--- src/rtl/gas_pkg.sv ---
package gas_pkg;

   // Grid geometry limits
   localparam int MAX_WIDTH  = 1024;
   localparam int MAX_HEIGHT = 4096;
   localparam int MIN_SIDE   = 3;

   // Field and register widths
   localparam int CELL_BITS = 2;
   localparam int GW_BITS   = 11;
   localparam int GH_BITS   = 13;
   localparam int THR_BITS  = 4;
   localparam int CSR_DATA_BITS = 32;
   localparam int REG_BITS  = 2;
   localparam int CSR_ADDR_BITS = REG_BITS + 2;

   // Position counters
   localparam int COL_BITS  = $clog2(MAX_WIDTH);
   localparam int ROW_BITS  = $clog2(MAX_HEIGHT + 2);
   localparam int OROW_BITS = $clog2(MAX_HEIGHT);
   localparam int WCMP_BITS = (COL_BITS + 1 > GW_BITS) ? COL_BITS + 1 : GW_BITS;
   localparam int HCMP_BITS = (ROW_BITS > GH_BITS) ? ROW_BITS : GH_BITS;
   localparam int WALL_BITS = 4;

   // Result queue
   localparam int OUTQ_DEPTH = 3;
   localparam int QPTR_BITS  = $clog2(OUTQ_DEPTH);
   localparam int QCNT_BITS  = $clog2(OUTQ_DEPTH + 1);

   // Reset values
   localparam logic [GW_BITS-1:0]  RST_GRID_WIDTH  = GW_BITS'(64);
   localparam logic [GH_BITS-1:0]  RST_GRID_HEIGHT = GH_BITS'(64);
   localparam logic [THR_BITS-1:0] RST_OPEN_THR    = THR_BITS'(4);
   localparam logic [THR_BITS-1:0] RST_CLOSE_THR   = THR_BITS'(7);

   // Cell codes and opcodes
   localparam logic [CELL_BITS-1:0] CELL_WALL   = CELL_BITS'(0);
   localparam logic [CELL_BITS-1:0] CELL_OPENED = CELL_BITS'(2);
   localparam logic OP_CELL  = 1'b0;
   localparam logic OP_FLUSH = 1'b1;

   typedef enum logic [REG_BITS-1:0] {
      REG_GRID_WIDTH  = 2'd0,
      REG_GRID_HEIGHT = 2'd1,
      REG_OPEN_THR    = 2'd2,
      REG_CLOSE_THR   = 2'd3
   } csr_reg_type;

   typedef struct packed {
      logic [GW_BITS-1:0]  grid_width;
      logic [GH_BITS-1:0]  grid_height;
      logic [THR_BITS-1:0] open_thr;
      logic [THR_BITS-1:0] close_thr;
   } cfg_type;

   // One advancing beat, handed from the scan counters to the window stage
   typedef struct packed {
      logic                 valid;
      logic [COL_BITS-1:0]  col;
      logic [CELL_BITS-1:0] val;
      logic                 prod;
      logic                 interior;
      logic                 last;
   } stage_type;

   typedef struct packed {
      logic [CELL_BITS-1:0] cell_value;
      logic                 last;
   } out_type;

   typedef logic [2:0][2:0][CELL_BITS-1:0] window_type;

   function automatic logic [GW_BITS-1:0] eff_width(input logic [GW_BITS-1:0] w);
      logic [GW_BITS-1:0] r;
      r = w;
      if (int'(w) < MIN_SIDE) r = GW_BITS'(MIN_SIDE);
      else if (int'(w) > MAX_WIDTH) r = GW_BITS'(MAX_WIDTH);
      return r;
   endfunction

   function automatic logic [GH_BITS-1:0] eff_height(input logic [GH_BITS-1:0] h);
      logic [GH_BITS-1:0] r;
      r = h;
      if (int'(h) < MIN_SIDE) r = GH_BITS'(MIN_SIDE);
      else if (int'(h) > MAX_HEIGHT) r = GH_BITS'(MAX_HEIGHT);
      return r;
   endfunction

endpackage

--- src/rtl/gas_ram.sv ---
module gas_ram #(
   parameter int WIDTH = 4,
   parameter int DEPTH = 1024,
   localparam int ADDR_BITS = (DEPTH > 1) ? $clog2(DEPTH) : 1
) (
   input  logic                 clock,
   input  logic                 wr_en,
   input  logic [ADDR_BITS-1:0] wr_addr,
   input  logic [WIDTH-1:0]     wr_data,
   input  logic                 rd_en,
   input  logic [ADDR_BITS-1:0] rd_addr,
   output logic [WIDTH-1:0]     rd_data
);

   logic [WIDTH-1:0] mem_ff [DEPTH];
   logic [WIDTH-1:0] rd_data_ff;

   always_ff @(posedge clock) begin
      if (wr_en) begin
         mem_ff[wr_addr] <= wr_data;
      end
      if (rd_en) begin
         rd_data_ff <= mem_ff[rd_addr];
      end
   end

   assign rd_data = rd_data_ff;

endmodule

--- src/rtl/gas_csr.sv ---
module gas_csr (
   input  logic                                 clock,
   input  logic                                 reset,
   input  logic                                 csr_psel,
   input  logic                                 csr_penable,
   input  logic                                 csr_pwrite,
   input  logic [gas_pkg::CSR_ADDR_BITS-1:0]    csr_paddr,
   input  logic [gas_pkg::CSR_DATA_BITS-1:0]    csr_pwdata,
   output logic [gas_pkg::CSR_DATA_BITS-1:0]    csr_prdata,
   output logic                                 csr_pready,
   output gas_pkg::cfg_type                     cfg,
   output logic                                 restart
);

   gas_pkg::cfg_type     cfg_ff, cfg_in;
   gas_pkg::csr_reg_type idx;
   logic                 wr;

   assign idx = gas_pkg::csr_reg_type'(csr_paddr[gas_pkg::CSR_ADDR_BITS-1:2]);
   assign wr  = csr_psel && csr_penable && csr_pwrite;

   always_comb begin
      cfg_in  = cfg_ff;
      restart = 1'b0;
      if (wr) begin
         case (idx)
            gas_pkg::REG_GRID_WIDTH: begin
               cfg_in.grid_width = csr_pwdata[gas_pkg::GW_BITS-1:0];
               restart = 1'b1;
            end
            gas_pkg::REG_GRID_HEIGHT: begin
               cfg_in.grid_height = csr_pwdata[gas_pkg::GH_BITS-1:0];
               restart = 1'b1;
            end
            gas_pkg::REG_OPEN_THR: begin
               cfg_in.open_thr = csr_pwdata[gas_pkg::THR_BITS-1:0];
            end
            gas_pkg::REG_CLOSE_THR: begin
               cfg_in.close_thr = csr_pwdata[gas_pkg::THR_BITS-1:0];
            end
            default: begin
               cfg_in = cfg_ff;
            end
         endcase
      end
   end

   always_comb begin
      case (idx)
         gas_pkg::REG_GRID_WIDTH:
            csr_prdata = gas_pkg::CSR_DATA_BITS'(cfg_ff.grid_width);
         gas_pkg::REG_GRID_HEIGHT:
            csr_prdata = gas_pkg::CSR_DATA_BITS'(cfg_ff.grid_height);
         gas_pkg::REG_OPEN_THR:
            csr_prdata = gas_pkg::CSR_DATA_BITS'(cfg_ff.open_thr);
         gas_pkg::REG_CLOSE_THR:
            csr_prdata = gas_pkg::CSR_DATA_BITS'(cfg_ff.close_thr);
         default:
            csr_prdata = '0;
      endcase
   end

   always_ff @(posedge clock) begin
      if (reset) begin
         cfg_ff.grid_width  <= gas_pkg::RST_GRID_WIDTH;
         cfg_ff.grid_height <= gas_pkg::RST_GRID_HEIGHT;
         cfg_ff.open_thr    <= gas_pkg::RST_OPEN_THR;
         cfg_ff.close_thr   <= gas_pkg::RST_CLOSE_THR;
      end else begin
         cfg_ff <= cfg_in;
      end
   end

   assign cfg        = cfg_ff;
   assign csr_pready = 1'b1;

endmodule

--- src/rtl/gas_scan.sv ---
module gas_scan (
   input  logic                                clock,
   input  logic                                reset,
   input  logic                                restart,
   input  gas_pkg::cfg_type                    cfg,
   input  logic                                space,
   input  logic                                req_valid,
   output logic                                req_ready,
   input  logic                                req_opcode,
   input  logic [gas_pkg::CELL_BITS-1:0]       req_cell_in,
   output logic                                rd_en,
   output logic [gas_pkg::COL_BITS-1:0]        rd_addr,
   output gas_pkg::stage_type                  stage
);

   localparam int WC = gas_pkg::WCMP_BITS;
   localparam int HC = gas_pkg::HCMP_BITS;

   logic [gas_pkg::COL_BITS-1:0]  in_col_ff, in_col_in;
   logic [gas_pkg::ROW_BITS-1:0]  in_row_ff, in_row_in;
   logic [gas_pkg::COL_BITS-1:0]  out_col_ff, out_col_in;
   logic [gas_pkg::OROW_BITS-1:0] out_row_ff, out_row_in;
   gas_pkg::stage_type            stage_ff, stage_in;

   logic [gas_pkg::GW_BITS-1:0] w;
   logic [gas_pkg::GH_BITS-1:0] h;
   logic [WC-1:0] wx;
   logic [HC-1:0] hx;
   logic accept, in_frame, advance, col_wrap, out_wrap;
   logic prod, interior, last;
   logic [gas_pkg::CELL_BITS-1:0] val;

   assign w  = gas_pkg::eff_width(cfg.grid_width);
   assign h  = gas_pkg::eff_height(cfg.grid_height);
   assign wx = WC'(w);
   assign hx = HC'(h);

   assign req_ready = space;
   assign accept    = req_valid && space;
   assign in_frame  = HC'(in_row_ff) < hx;
   // a flush inside the grid is dropped; past the grid every beat drains
   assign advance   = accept && !(in_frame && req_opcode == gas_pkg::OP_FLUSH);
   assign val       = in_frame ? req_cell_in : gas_pkg::CELL_WALL;

   assign col_wrap = (WC'(in_col_ff) + WC'(1)) == wx;
   assign out_wrap = (WC'(out_col_ff) + WC'(1)) == wx;

   // first width+1 slots only fill the window
   assign prod = !(in_row_ff == '0 ||
                   (in_row_ff == gas_pkg::ROW_BITS'(1) && in_col_ff == '0));
   assign interior = (out_row_ff != '0) && (HC'(out_row_ff) + HC'(2) <= hx) &&
                     (out_col_ff != '0) && (WC'(out_col_ff) + WC'(2) <= wx);
   assign last = (HC'(out_row_ff) + HC'(1) == hx) && out_wrap;

   always_comb begin
      in_col_in  = in_col_ff;
      in_row_in  = in_row_ff;
      out_col_in = out_col_ff;
      out_row_in = out_row_ff;
      if (restart || (advance && prod && last)) begin
         in_col_in  = '0;
         in_row_in  = '0;
         out_col_in = '0;
         out_row_in = '0;
      end else if (advance) begin
         if (col_wrap) begin
            in_col_in = '0;
            in_row_in = in_row_ff + gas_pkg::ROW_BITS'(1);
         end else begin
            in_col_in = in_col_ff + gas_pkg::COL_BITS'(1);
         end
         if (prod) begin
            if (out_wrap) begin
               out_col_in = '0;
               out_row_in = out_row_ff + gas_pkg::OROW_BITS'(1);
            end else begin
               out_col_in = out_col_ff + gas_pkg::COL_BITS'(1);
            end
         end
      end
   end

   always_comb begin
      stage_in.valid    = advance && !restart;
      stage_in.col      = in_col_ff;
      stage_in.val      = val;
      stage_in.prod     = prod;
      stage_in.interior = interior;
      stage_in.last     = last;
   end

   always_ff @(posedge clock) begin
      if (reset) begin
         in_col_ff  <= '0;
         in_row_ff  <= '0;
         out_col_ff <= '0;
         out_row_ff <= '0;
         stage_ff   <= '0;
      end else begin
         in_col_ff  <= in_col_in;
         in_row_ff  <= in_row_in;
         out_col_ff <= out_col_in;
         out_row_ff <= out_row_in;
         stage_ff   <= stage_in;
      end
   end

   assign rd_en   = advance;
   assign rd_addr = in_col_ff;
   assign stage   = stage_ff;

   a_last_clears: assert property (@(posedge clock) disable iff (reset)
      (stage_ff.valid && stage_ff.prod && stage_ff.last) |->
      (in_col_ff == '0 && in_row_ff == '0 && out_col_ff == '0 && out_row_ff == '0))
      else $error("frame position not cleared after final cell");

   a_flush_dropped: assert property (@(posedge clock) disable iff (reset)
      (accept && in_frame && req_opcode == gas_pkg::OP_FLUSH) |=> !stage_ff.valid)
      else $error("flush inside the grid advanced the scan");

endmodule

--- src/rtl/gas_window.sv ---
module gas_window (
   input  logic                              clock,
   input  logic                              reset,
   input  logic                              restart,
   input  logic [gas_pkg::THR_BITS-1:0]      open_thr,
   input  logic [gas_pkg::THR_BITS-1:0]      close_thr,
   input  logic                              rd_en,
   input  logic [gas_pkg::COL_BITS-1:0]      rd_addr,
   input  gas_pkg::stage_type                stage,
   output logic                              push,
   output gas_pkg::out_type                  push_data
);

   localparam int CB = gas_pkg::CELL_BITS;

   gas_pkg::window_type win_ff, win_in, win_sh;
   logic [2*CB-1:0]     rd_data;
   logic [2*CB-1:0]     wr_data;
   logic [gas_pkg::WALL_BITS-1:0] walls;
   logic [CB-1:0]       centre;
   logic [CB-1:0]       result;

   // one word per column: {row two back, row one back}
   gas_ram #(
      .WIDTH (2 * CB),
      .DEPTH (gas_pkg::MAX_WIDTH)
   ) u_lines (
      .clock   (clock),
      .wr_en   (stage.valid),
      .wr_addr (stage.col),
      .wr_data (wr_data),
      .rd_en   (rd_en),
      .rd_addr (rd_addr),
      .rd_data (rd_data)
   );

   assign wr_data = {rd_data[CB-1:0], stage.val};

   always_comb begin
      for (int r = 0; r < 3; r++) begin
         win_sh[r][0] = win_ff[r][1];
         win_sh[r][1] = win_ff[r][2];
      end
      win_sh[0][2] = rd_data[2*CB-1:CB];
      win_sh[1][2] = rd_data[CB-1:0];
      win_sh[2][2] = stage.val;
   end

   always_comb begin
      walls = '0;
      for (int r = 0; r < 3; r++) begin
         for (int c = 0; c < 3; c++) begin
            walls = walls + gas_pkg::WALL_BITS'(win_sh[r][c] == gas_pkg::CELL_WALL);
         end
      end
   end

   assign centre = win_sh[1][1];

   always_comb begin
      result = centre;
      if (stage.interior) begin
         if (centre == gas_pkg::CELL_WALL && walls < open_thr) begin
            result = gas_pkg::CELL_OPENED;
         end else if (centre != gas_pkg::CELL_WALL && walls >= close_thr) begin
            result = gas_pkg::CELL_WALL;
         end
      end
   end

   always_comb begin
      win_in = win_ff;
      if (restart) begin
         win_in = '0;
      end else if (stage.valid) begin
         win_in = (stage.prod && stage.last) ? '0 : win_sh;
      end
   end

   always_ff @(posedge clock) begin
      if (reset) begin
         win_ff <= '0;
      end else begin
         win_ff <= win_in;
      end
   end

   assign push                 = stage.valid && stage.prod;
   assign push_data.cell_value = result;
   assign push_data.last       = stage.last;

   a_no_restart_busy: assert property (@(posedge clock) disable iff (reset)
      restart |-> !stage.valid)
      else $error("geometry write while a beat is in the window stage");

endmodule

--- src/rtl/gas_outq.sv ---
module gas_outq (
   input  logic                            clock,
   input  logic                            reset,
   input  logic                            push,
   input  gas_pkg::out_type                push_data,
   input  logic                            pop,
   output logic                            out_valid,
   output gas_pkg::out_type                out_data,
   output logic [gas_pkg::QCNT_BITS-1:0]   count
);

   localparam int DEPTH = gas_pkg::OUTQ_DEPTH;

   gas_pkg::out_type                  slot_ff [DEPTH];
   logic [gas_pkg::QPTR_BITS-1:0]     head_ff, head_in;
   logic [gas_pkg::QPTR_BITS-1:0]     tail_ff, tail_in;
   logic [gas_pkg::QCNT_BITS-1:0]     count_ff, count_in;
   logic                              do_pop;

   function automatic logic [gas_pkg::QPTR_BITS-1:0] bump(
      input logic [gas_pkg::QPTR_BITS-1:0] p);
      logic [gas_pkg::QPTR_BITS-1:0] n;
      n = (int'(p) == DEPTH - 1) ? '0 : p + gas_pkg::QPTR_BITS'(1);
      return n;
   endfunction

   assign out_valid = count_ff != '0;
   assign do_pop    = pop && out_valid;
   assign out_data  = slot_ff[head_ff];
   assign count     = count_ff;

   always_comb begin
      head_in  = do_pop ? bump(head_ff) : head_ff;
      tail_in  = push ? bump(tail_ff) : tail_ff;
      count_in = count_ff + gas_pkg::QCNT_BITS'(push) - gas_pkg::QCNT_BITS'(do_pop);
   end

   always_ff @(posedge clock) begin
      if (reset) begin
         head_ff  <= '0;
         tail_ff  <= '0;
         count_ff <= '0;
      end else begin
         head_ff  <= head_in;
         tail_ff  <= tail_in;
         count_ff <= count_in;
      end
   end

   always_ff @(posedge clock) begin
      if (push) begin
         slot_ff[tail_ff] <= push_data;
      end
   end

   a_no_overflow: assert property (@(posedge clock) disable iff (reset)
      push |-> (count_ff != gas_pkg::QCNT_BITS'(DEPTH) || pop))
      else $error("result pushed into a full queue");

   a_count_bound: assert property (@(posedge clock) disable iff (reset)
      int'(count_ff) <= DEPTH)
      else $error("result queue count out of range");

endmodule

--- src/rtl/grid_3x3_automaton_smoother.sv ---
// channel  | handshake               | payload
// req      | req_valid / req_ready   | req_opcode, req_cell_in
// rsp      | rsp_valid / rsp_ready   | rsp_cell_out, rsp_frame_last
// csr      | csr_psel/penable/pready | csr_paddr, csr_pwrite, csr_pwdata, csr_prdata
//
// One beat per cycle while req_ready is high; the line RAM is read at the edge that takes a
// beat and written back in the next cycle, when the result enters the queue, so rsp_valid
// is high once the queue holds that result.
// A result lags its cell by width+1 beats; flush beats after the grid drain it.
// req_ready drops only when the three-entry result queue could fill.
// Synchronous reset clears positions, window and queue; the line RAM is not cleared.
module grid_3x3_automaton_smoother (
   input  logic                                 clock,
   input  logic                                 reset,
   input  logic                                 req_valid,
   output logic                                 req_ready,
   input  logic                                 req_opcode,
   input  logic [gas_pkg::CELL_BITS-1:0]        req_cell_in,
   output logic                                 rsp_valid,
   input  logic                                 rsp_ready,
   output logic [gas_pkg::CELL_BITS-1:0]        rsp_cell_out,
   output logic                                 rsp_frame_last,
   input  logic                                 csr_psel,
   input  logic                                 csr_penable,
   input  logic                                 csr_pwrite,
   input  logic [gas_pkg::CSR_ADDR_BITS-1:0]    csr_paddr,
   input  logic [gas_pkg::CSR_DATA_BITS-1:0]    csr_pwdata,
   output logic [gas_pkg::CSR_DATA_BITS-1:0]    csr_prdata,
   output logic                                 csr_pready
);

   gas_pkg::cfg_type              cfg;
   gas_pkg::stage_type            stage;
   gas_pkg::out_type              push_data;
   gas_pkg::out_type              out_data;
   logic                          restart;
   logic                          space;
   logic                          rd_en;
   logic [gas_pkg::COL_BITS-1:0]  rd_addr;
   logic                          push;
   logic [gas_pkg::QCNT_BITS-1:0] q_count;

   // room for everything in flight plus one more beat
   assign space = (gas_pkg::QCNT_BITS'(q_count) + gas_pkg::QCNT_BITS'(stage.valid && stage.prod))
                  < gas_pkg::QCNT_BITS'(gas_pkg::OUTQ_DEPTH);

   gas_csr u_csr (
      .clock       (clock),
      .reset       (reset),
      .csr_psel    (csr_psel),
      .csr_penable (csr_penable),
      .csr_pwrite  (csr_pwrite),
      .csr_paddr   (csr_paddr),
      .csr_pwdata  (csr_pwdata),
      .csr_prdata  (csr_prdata),
      .csr_pready  (csr_pready),
      .cfg         (cfg),
      .restart     (restart)
   );

   gas_scan u_scan (
      .clock       (clock),
      .reset       (reset),
      .restart     (restart),
      .cfg         (cfg),
      .space       (space),
      .req_valid   (req_valid),
      .req_ready   (req_ready),
      .req_opcode  (req_opcode),
      .req_cell_in (req_cell_in),
      .rd_en       (rd_en),
      .rd_addr     (rd_addr),
      .stage       (stage)
   );

   gas_window u_window (
      .clock     (clock),
      .reset     (reset),
      .restart   (restart),
      .open_thr  (cfg.open_thr),
      .close_thr (cfg.close_thr),
      .rd_en     (rd_en),
      .rd_addr   (rd_addr),
      .stage     (stage),
      .push      (push),
      .push_data (push_data)
   );

   gas_outq u_outq (
      .clock     (clock),
      .reset     (reset),
      .push      (push),
      .push_data (push_data),
      .pop       (rsp_ready),
      .out_valid (rsp_valid),
      .out_data  (out_data),
      .count     (q_count)
   );

   assign rsp_cell_out   = out_data.cell_value;
   assign rsp_frame_last = out_data.last;

endmodule
--- config.mk ---
export PLATFORM = sky130hd
export DESIGN_NAME = grid_3x3_automaton_smoother
export DESIGN_NICKNAME = d
export VERILOG_FILES = /design/src/rtl/gas_pkg.sv /design/src/rtl/gas_ram.sv /design/src/rtl/gas_csr.sv /design/src/rtl/gas_scan.sv /design/src/rtl/gas_window.sv /design/src/rtl/gas_outq.sv /design/src/rtl/grid_3x3_automaton_smoother.sv
export SDC_FILE = /design/constraint.sdc
export NUM_CORES = 2
export LEC_CHECK = 0
export ABC_AREA = 0
export BUFFER_PORTS_ARGS = -buffer_cell sky130_fd_sc_hd__clkbuf_2
export CORE_MARGIN = 10
export CORE_UTILIZATION = 45
export DETAILED_ROUTE_END_ITERATION = 16
export SLEW_MARGIN = 5
export SYNTH_ARGS = -nofsm -noshare
export SYNTH_HDL_FRONTEND = slang
export SYNTH_HIERARCHICAL = 1
export SYNTH_MEMORY_MAX_BITS = 65536
export SYNTH_SLANG_ARGS = --single-unit
--- constraint.sdc ---
create_clock -name clock -period 39.7 [get_ports clock]
set_input_delay 5.955 -clock clock [delete_from_list [all_inputs] [get_ports clock]]
set_output_delay 5.955 -clock clock [all_outputs]
set_load 0.02 [all_outputs]
After elaboration in Yosys (flattened, before gate mapping)
Memory sizes are Yosys's and may differ from the RTL's. A register that Yosys moved wholly into a read port is not among the register bits.
Index checks and enable logic that the tools add are counted.
Word-level totals
  flip-flop bits (word level): 111
  latch bits: 0
  RAM bits: 4105
  ROM bits: 0
  input port bits: 46
  word-level logic and storage cells: 138
  memories: 2
Operators by class
  add/subtract/negate cells: 21
  $mul: 0
  divide/modulo/power cells: 0
  order comparisons: 10
  equal/unequal tests: 9
  shift-type cells: 0
  muxes and demuxes: 21
  bitwise logic cells: 2
  reduce and logical (&&, ||, !) cells: 50
Memories
  u_window.u_lines.mem_ff: words 1024, width 4, read ports 1, clocked after Yosys merged registers in 1, write ports 1, line gas_ram.sv:15  | logic [WIDTH-1:0] mem_ff [DEPTH];
  u_outq.slot_ff: words 3, width 3, read ports 1, clocked after Yosys merged registers in 1, write ports 1, line gas_outq.sv:14  | gas_pkg::out_type slot_ff [DEPTH];
Operator list (number)
  case mux 32 bit (4 select lines): 1
  adder 4 x 1 -> 4 bit: 7
  2-to-1 mux 13 bit: 2
  adder 10 x 1 -> 11 bit, second input constant: 2
  equality test 11 bit: 2
  2-to-1 mux 11 bit: 2
  adder 10 x 1 -> 10 bit, second input constant: 2
  logical NOT 2 bit: 10
  2-to-1 mux 10 bit: 2
  logical AND 1 bit: 18
  2-to-1 mux 18 bit: 1
  2-to-1 mux 2 bit: 7
  adder 12 x 1 -> 13 bit, second input constant: 1
  adder 12 x 2 -> 13 bit, second input constant: 1
  adder 13 x 1 -> 13 bit, second input constant: 1
  equality test 13 x 1 -> 1 bit, second input constant: 1
  equality test 13 bit: 1
  greater-than comparator 13 bit, second input constant: 1
  less-or-equal comparator 13 bit: 1
  logical NOT 13 bit: 1
  < comparator 13 bit: 1
  < comparator 13 x 2 -> 1 bit, second input constant: 1
  adder 12 x 1 -> 12 bit, second input constant: 1
  AND reduction 2 bit: 6
  23 further kinds: 40

Depth between registers and ports, before layout
  word-level depth: 14
  gate-level depth with buffers: 18
  mapped depth without buffers: 14

Modules after synthesis
Netlist, hierarchy kept.
By module, submodules not included
  gas_ram: times used 1, cells an instance 8290, area an instance 162138.0 sq um, sequential area each 123118.1 sq um
  gas_scan: times used 1, cells an instance 682, area an instance 5275.1 sq um, sequential area each 1221.2 sq um
  gas_csr: times used 1, cells an instance 178, area an instance 1740.4 sq um, sequential area each 640.6 sq um
  gas_window: times used 1, cells an instance 109, area an instance 885.8 sq um, sequential area each 240.2 sq um
  gas_outq: times used 1, cells an instance 56, area an instance 660.6 sq um, sequential area each 430.4 sq um
  grid_3x3_automaton_smoother: times used 1, cells an instance 4, area an instance 31.3 sq um, sequential area each 0.0 sq um

Least setup slack after synthesis
No wires, ideal clock.
  path kind: reg-to-reg
  start point: reg u_scan.stage_ff (netlist bit u_scan/stage[3])
  end point: mem u_outq/slot_ff[0][2] (netlist bit) (data pin)
  library setup time: 0.278 ns
  arrival time: 16.498 ns
  data required time: 39.422 ns
  setup slack: 22.924 ns
  stages on the path, launching flop included: 13
  cell sequence: dfxtp_1 -> or2_2 -> fa_1 -> inv_1 -> fa_1 -> inv_1 -> fa_1 -> fa_1 -> xnor2_1 -> ha_1 -> a21oi_1 -> a21oi_1 -> o21ai_0
RTL lines
  start: declaration: line gas_scan.sv:23  | gas_pkg::stage_type stage_ff, stage_in;
  start signal: assignment: line gas_scan.sv:104  | stage_ff <= stage_in;
  end: declaration: line gas_outq.sv:14

Worst setup path after layout
  start point: in csr_paddr[2] (netlist bit)
  end point: out csr_prdata[12] (netlist bit)
On the way
  longest elaborated chain between the ends: 2
  elaborated cells between the ends (all ways): 5
  those cells by class: 3 x eq/ne; 1 x mux; 1 x reduce/logical
Ends and longest elaborated chain
  start: declaration: line grid_3x3_automaton_smoother.sv:26  | input logic [gas_pkg::CSR_ADDR_BITS-1:0] csr_paddr,
  equality test 2 bit (tied with other cells): line gas_csr.sv:49  | case (idx)
  case mux 32 bit (4 select lines) *: line gas_csr.sv:49
  end: declaration: line grid_3x3_automaton_smoother.sv:28  | output logic [gas_pkg::CSR_DATA_BITS-1:0] csr_prdata,
Mark *: on every way between the ends. The rest lies on a longest branch, timed or not. The select of a mux whose other input is x is not followed.

==> reports/metrics.cfg <==
[status]
outcome = finished clean

[worst_hold_path]
min_from = u_csr/cfg[7]$_SDFFE_PP0P_
hold_class = reg2reg

[clock_tree]
post_cts_buffers = 0
cts_hold_buf = 0
h-tree-depth = 5
cts_buffer_depth = 4
cts_tree = built
cts_buffers = 426
cts_root_buf = clkbuf_16
clock_latency_ps = 1000
cts_sinks = 4222
clkTransAtPathRegs_ps = 60
ctsResizeCount = 0

[global_routing]
track_usage_pct = 23.0
antenna_found_initial = 33
grt_pass1_wl_um = 682000
grt_max_degree = 223
grt_overflow = 0
grt_pass1_vias = 91959

[route]
drc = 0
vias = 91515
drt_iter0_markers = 11999
ant_nets = 0
routed_via_density = 6.21
wirelength_um = 479000
wire_per_inst_um = 32.5
drt_pass1_iterations = 6

[timing]
final.min_clock_period_ps = 13130
fin_crit_sh_pct = 33.1
fmax_mhz = 76.2
worst_slew_pin_slew_ps = 1310
finalHoldViolations = 0
report.final.slew_viol_count = 0
tns_ps = 0
fin_skew_ps = 61.6
maxSlewHeadroom_pct = 12.2
setup_viol_count_final = 0
rsz0062_at_grt = no

[finish]
nets = 9468
drive_gt1_share_pct = 19.6
fin_area_mm2 = 0.190
flow.area_growth_from_synthesis_pct = 11.2
multiInputGateArea_mm2 = 0.0418
regArea_mm2 = 0.126
filler_cell_count = 30429

[placement]
dpl_cell_area_mm2 = 0.176
port_buffers = 42
gp_congestion = 0.845
place_hpwl_um = 287000

[setup_path]
startpoint = csr_paddr[2]
start_kind = input port
worst-path-buf-inv = 2
cp_max_fo = 17
critical_path.cell_chain = clkbuf_2 > nor2b_1 > and2_1 > clkbuf_2
cp-end-kind = output port
critical_path.max_stage_delay_ps = 470
rrSetupSlack_ps = 32370
critPathSlowestCell = nor2b_1
worstPathArrival_ps = 7180
critical_path_class = in2out
r2r_start = u_scan/rd_addr[0]$_SDFFE_PP0N_
cpMostUsedCell = clkbuf_2
crit_family = simple AND/OR/NAND/NOR gates
required_ps = 33740

[logic_synthesis]
ys_seq_area_share_pct = 73.6
synth_top_area_share_pct = 72.3
async_flop_share_pct = 0
ys_types = 98
syn_area_mm2 = 0.171
syn_area_per_cell_um2 = 18.3
synth.most_common_cell = edfxtp_1
synth_area_leaders = edfxtp_1 (72%), mux4_2 (12%), mux2i_1 (3.0%)
ys_warn_count = 6
synth_common_cells = edfxtp_1 (4109), nor2_1 (1187), mux4_2 (879)
synth_edf_count = 4109
yosys_most_used_dff = edfxtp_1
synth_largest_area_cell = edfxtp_1
syn_inst = 9319
ys_ff_latch = 4222

[floorplanning]
core_mm2 = 0.378
pin_count = 84
fp.dieW_um = 636
rows = 226
initial_core_util_pct = 45.1
dieArea_mm2 = 0.404
die_h_um = 636

[power]
irDropWorstVdd_mv = 0.0405
fin_total_pwr_uw = 9210
p_leak_uw = 0.0571
pwr_density_cell_mw_per_mm2 = 48.5

[flow_run]
maxCapViolations = 0

cell type report:
| type | instances | area share [%] |
|---|---|---|
| clock inverters | 258 | 1.29 |
| well taps | 5016 | 3.31 |
| diodes | 12 | 0.0158 |
| multi-input cells | 4387 | 22.0 |
| clock buffers | 520 | 5.93 |
| flip-flops and latches | 4222 | 66.2 |
| inverters | 42 | 0.0903 |
| repair buffers | 280 | 1.16 |
sequential cells by signal (all words and copies together), names as in the netlist, named ones only:
name	count
u_csr/cfg	32
u_outq/count	2
u_outq/head_ff	2
u_outq/slot_ff	9
u_outq/tail_ff	2
u_scan/in_row_ff	13
u_scan/out_col_ff	10
u_scan/out_row_ff	12
u_scan/rd_addr	10
u_scan/stage	16
u_window/centre	2
u_window/u_lines/mem_ff	4096
u_window/u_lines/rd_data	4
u_window/win_ff	10
stage by stage:
step / setup slack, ps / hold slack, ps / util, % / cells
after global placement: 26640 / 470 / 46.6 / 13947
after detailed placement: 26590 / 490 / 46.6 / 13947
after global routing: 26470 / 514 / 50.2 / 14726
after floorplan: 22920 / 458 / - / 9337
after CTS: 26580 / 499 / 50.2 / 14725
final: 26570 / 504 / 50.2 / 14737
layout by cell type, fill, tap and decap left out, types with 16 or more instances in the layout:
cell type and instances:
clkbuf_1 79, dfxtp_1 103, mux2i_1 505, nor4_1 37, clkinv_1 100, a22oi_1 80
clkbuf_16 435, mux2_2 26, clkinv_2 76, bufinv_16 38, clkbuf_2 42, buf_4 221
nor2_1 1179, clkinvlp_4 16, or3_1 28, nand4_1 30, buf_12 17, conb_1 20
o221ai_1 168, nand3_1 80, a221oi_1 29, nor3_1 110, nand2b_1 60, xnor2_1 41
a31oi_1 21, nand2_1 240, nand3_4 25, o21ai_0 106, and3_1 24, or2_2 20
nor2b_1 36, o22ai_1 90, edfxtp_1 4109, mux4_2 879, ha_1 58, a21oi_1 187
and2_1 17, a211oi_1 19, inv_1 37
final timing paths:
path	cells past startpoint	to
worst max-delay path	4	csr_prdata[12]
worst min-delay path	2	u_csr/cfg[7]$_SDFFE_PP0P_
worst max register to register	13	u_window/u_lines/rd_data[2]$_DFFE_PP_
worst min register to register	2	u_csr/cfg[7]$_SDFFE_PP0P_
worst min-delay path, stage by stage, from the launching register on:
cell and delay, ps:
dfxtp_1 330, nand2b_1 70, mux2i_1 60
layer usage:
| metal | track usage, % | wire length [µm] |
|---|---|---|
| met2 | 36.7 | 226000 |
| met1 | 31.8 | 188000 |
| met3 | 4.70 | 46700 |
| met4 | 8.07 | 18800 |
| met5 | 0 | 21 |
logic make-up (layout without fill, tap and decap cells):
kind of cell	after synthesis	count (layout)	synth area share, %
DFF	4222	4222	73.6
and+or+nand+nor	1989	1989	5.14
muxes	1410	1410	14.7
AOI/OAI and AO/OA	844	844	3.43
buffers and inverters	728	1100	2.27
adders and majority gates	64	64	0.490
xor gates and xnor gates	60	60	0.348
other	2	32	0.00440
power by group:
part / switching, µW / internal, µW / leakage [µW]
clock network: 1690 / 2260 / 0.00668
registers: 7.40 / 4900 / 0.0381
logic: 220 / 132 / 0.0123
total: 1910 / 7290 / 0.0571
No activity file was read; power rests on OpenSTA's default activity.
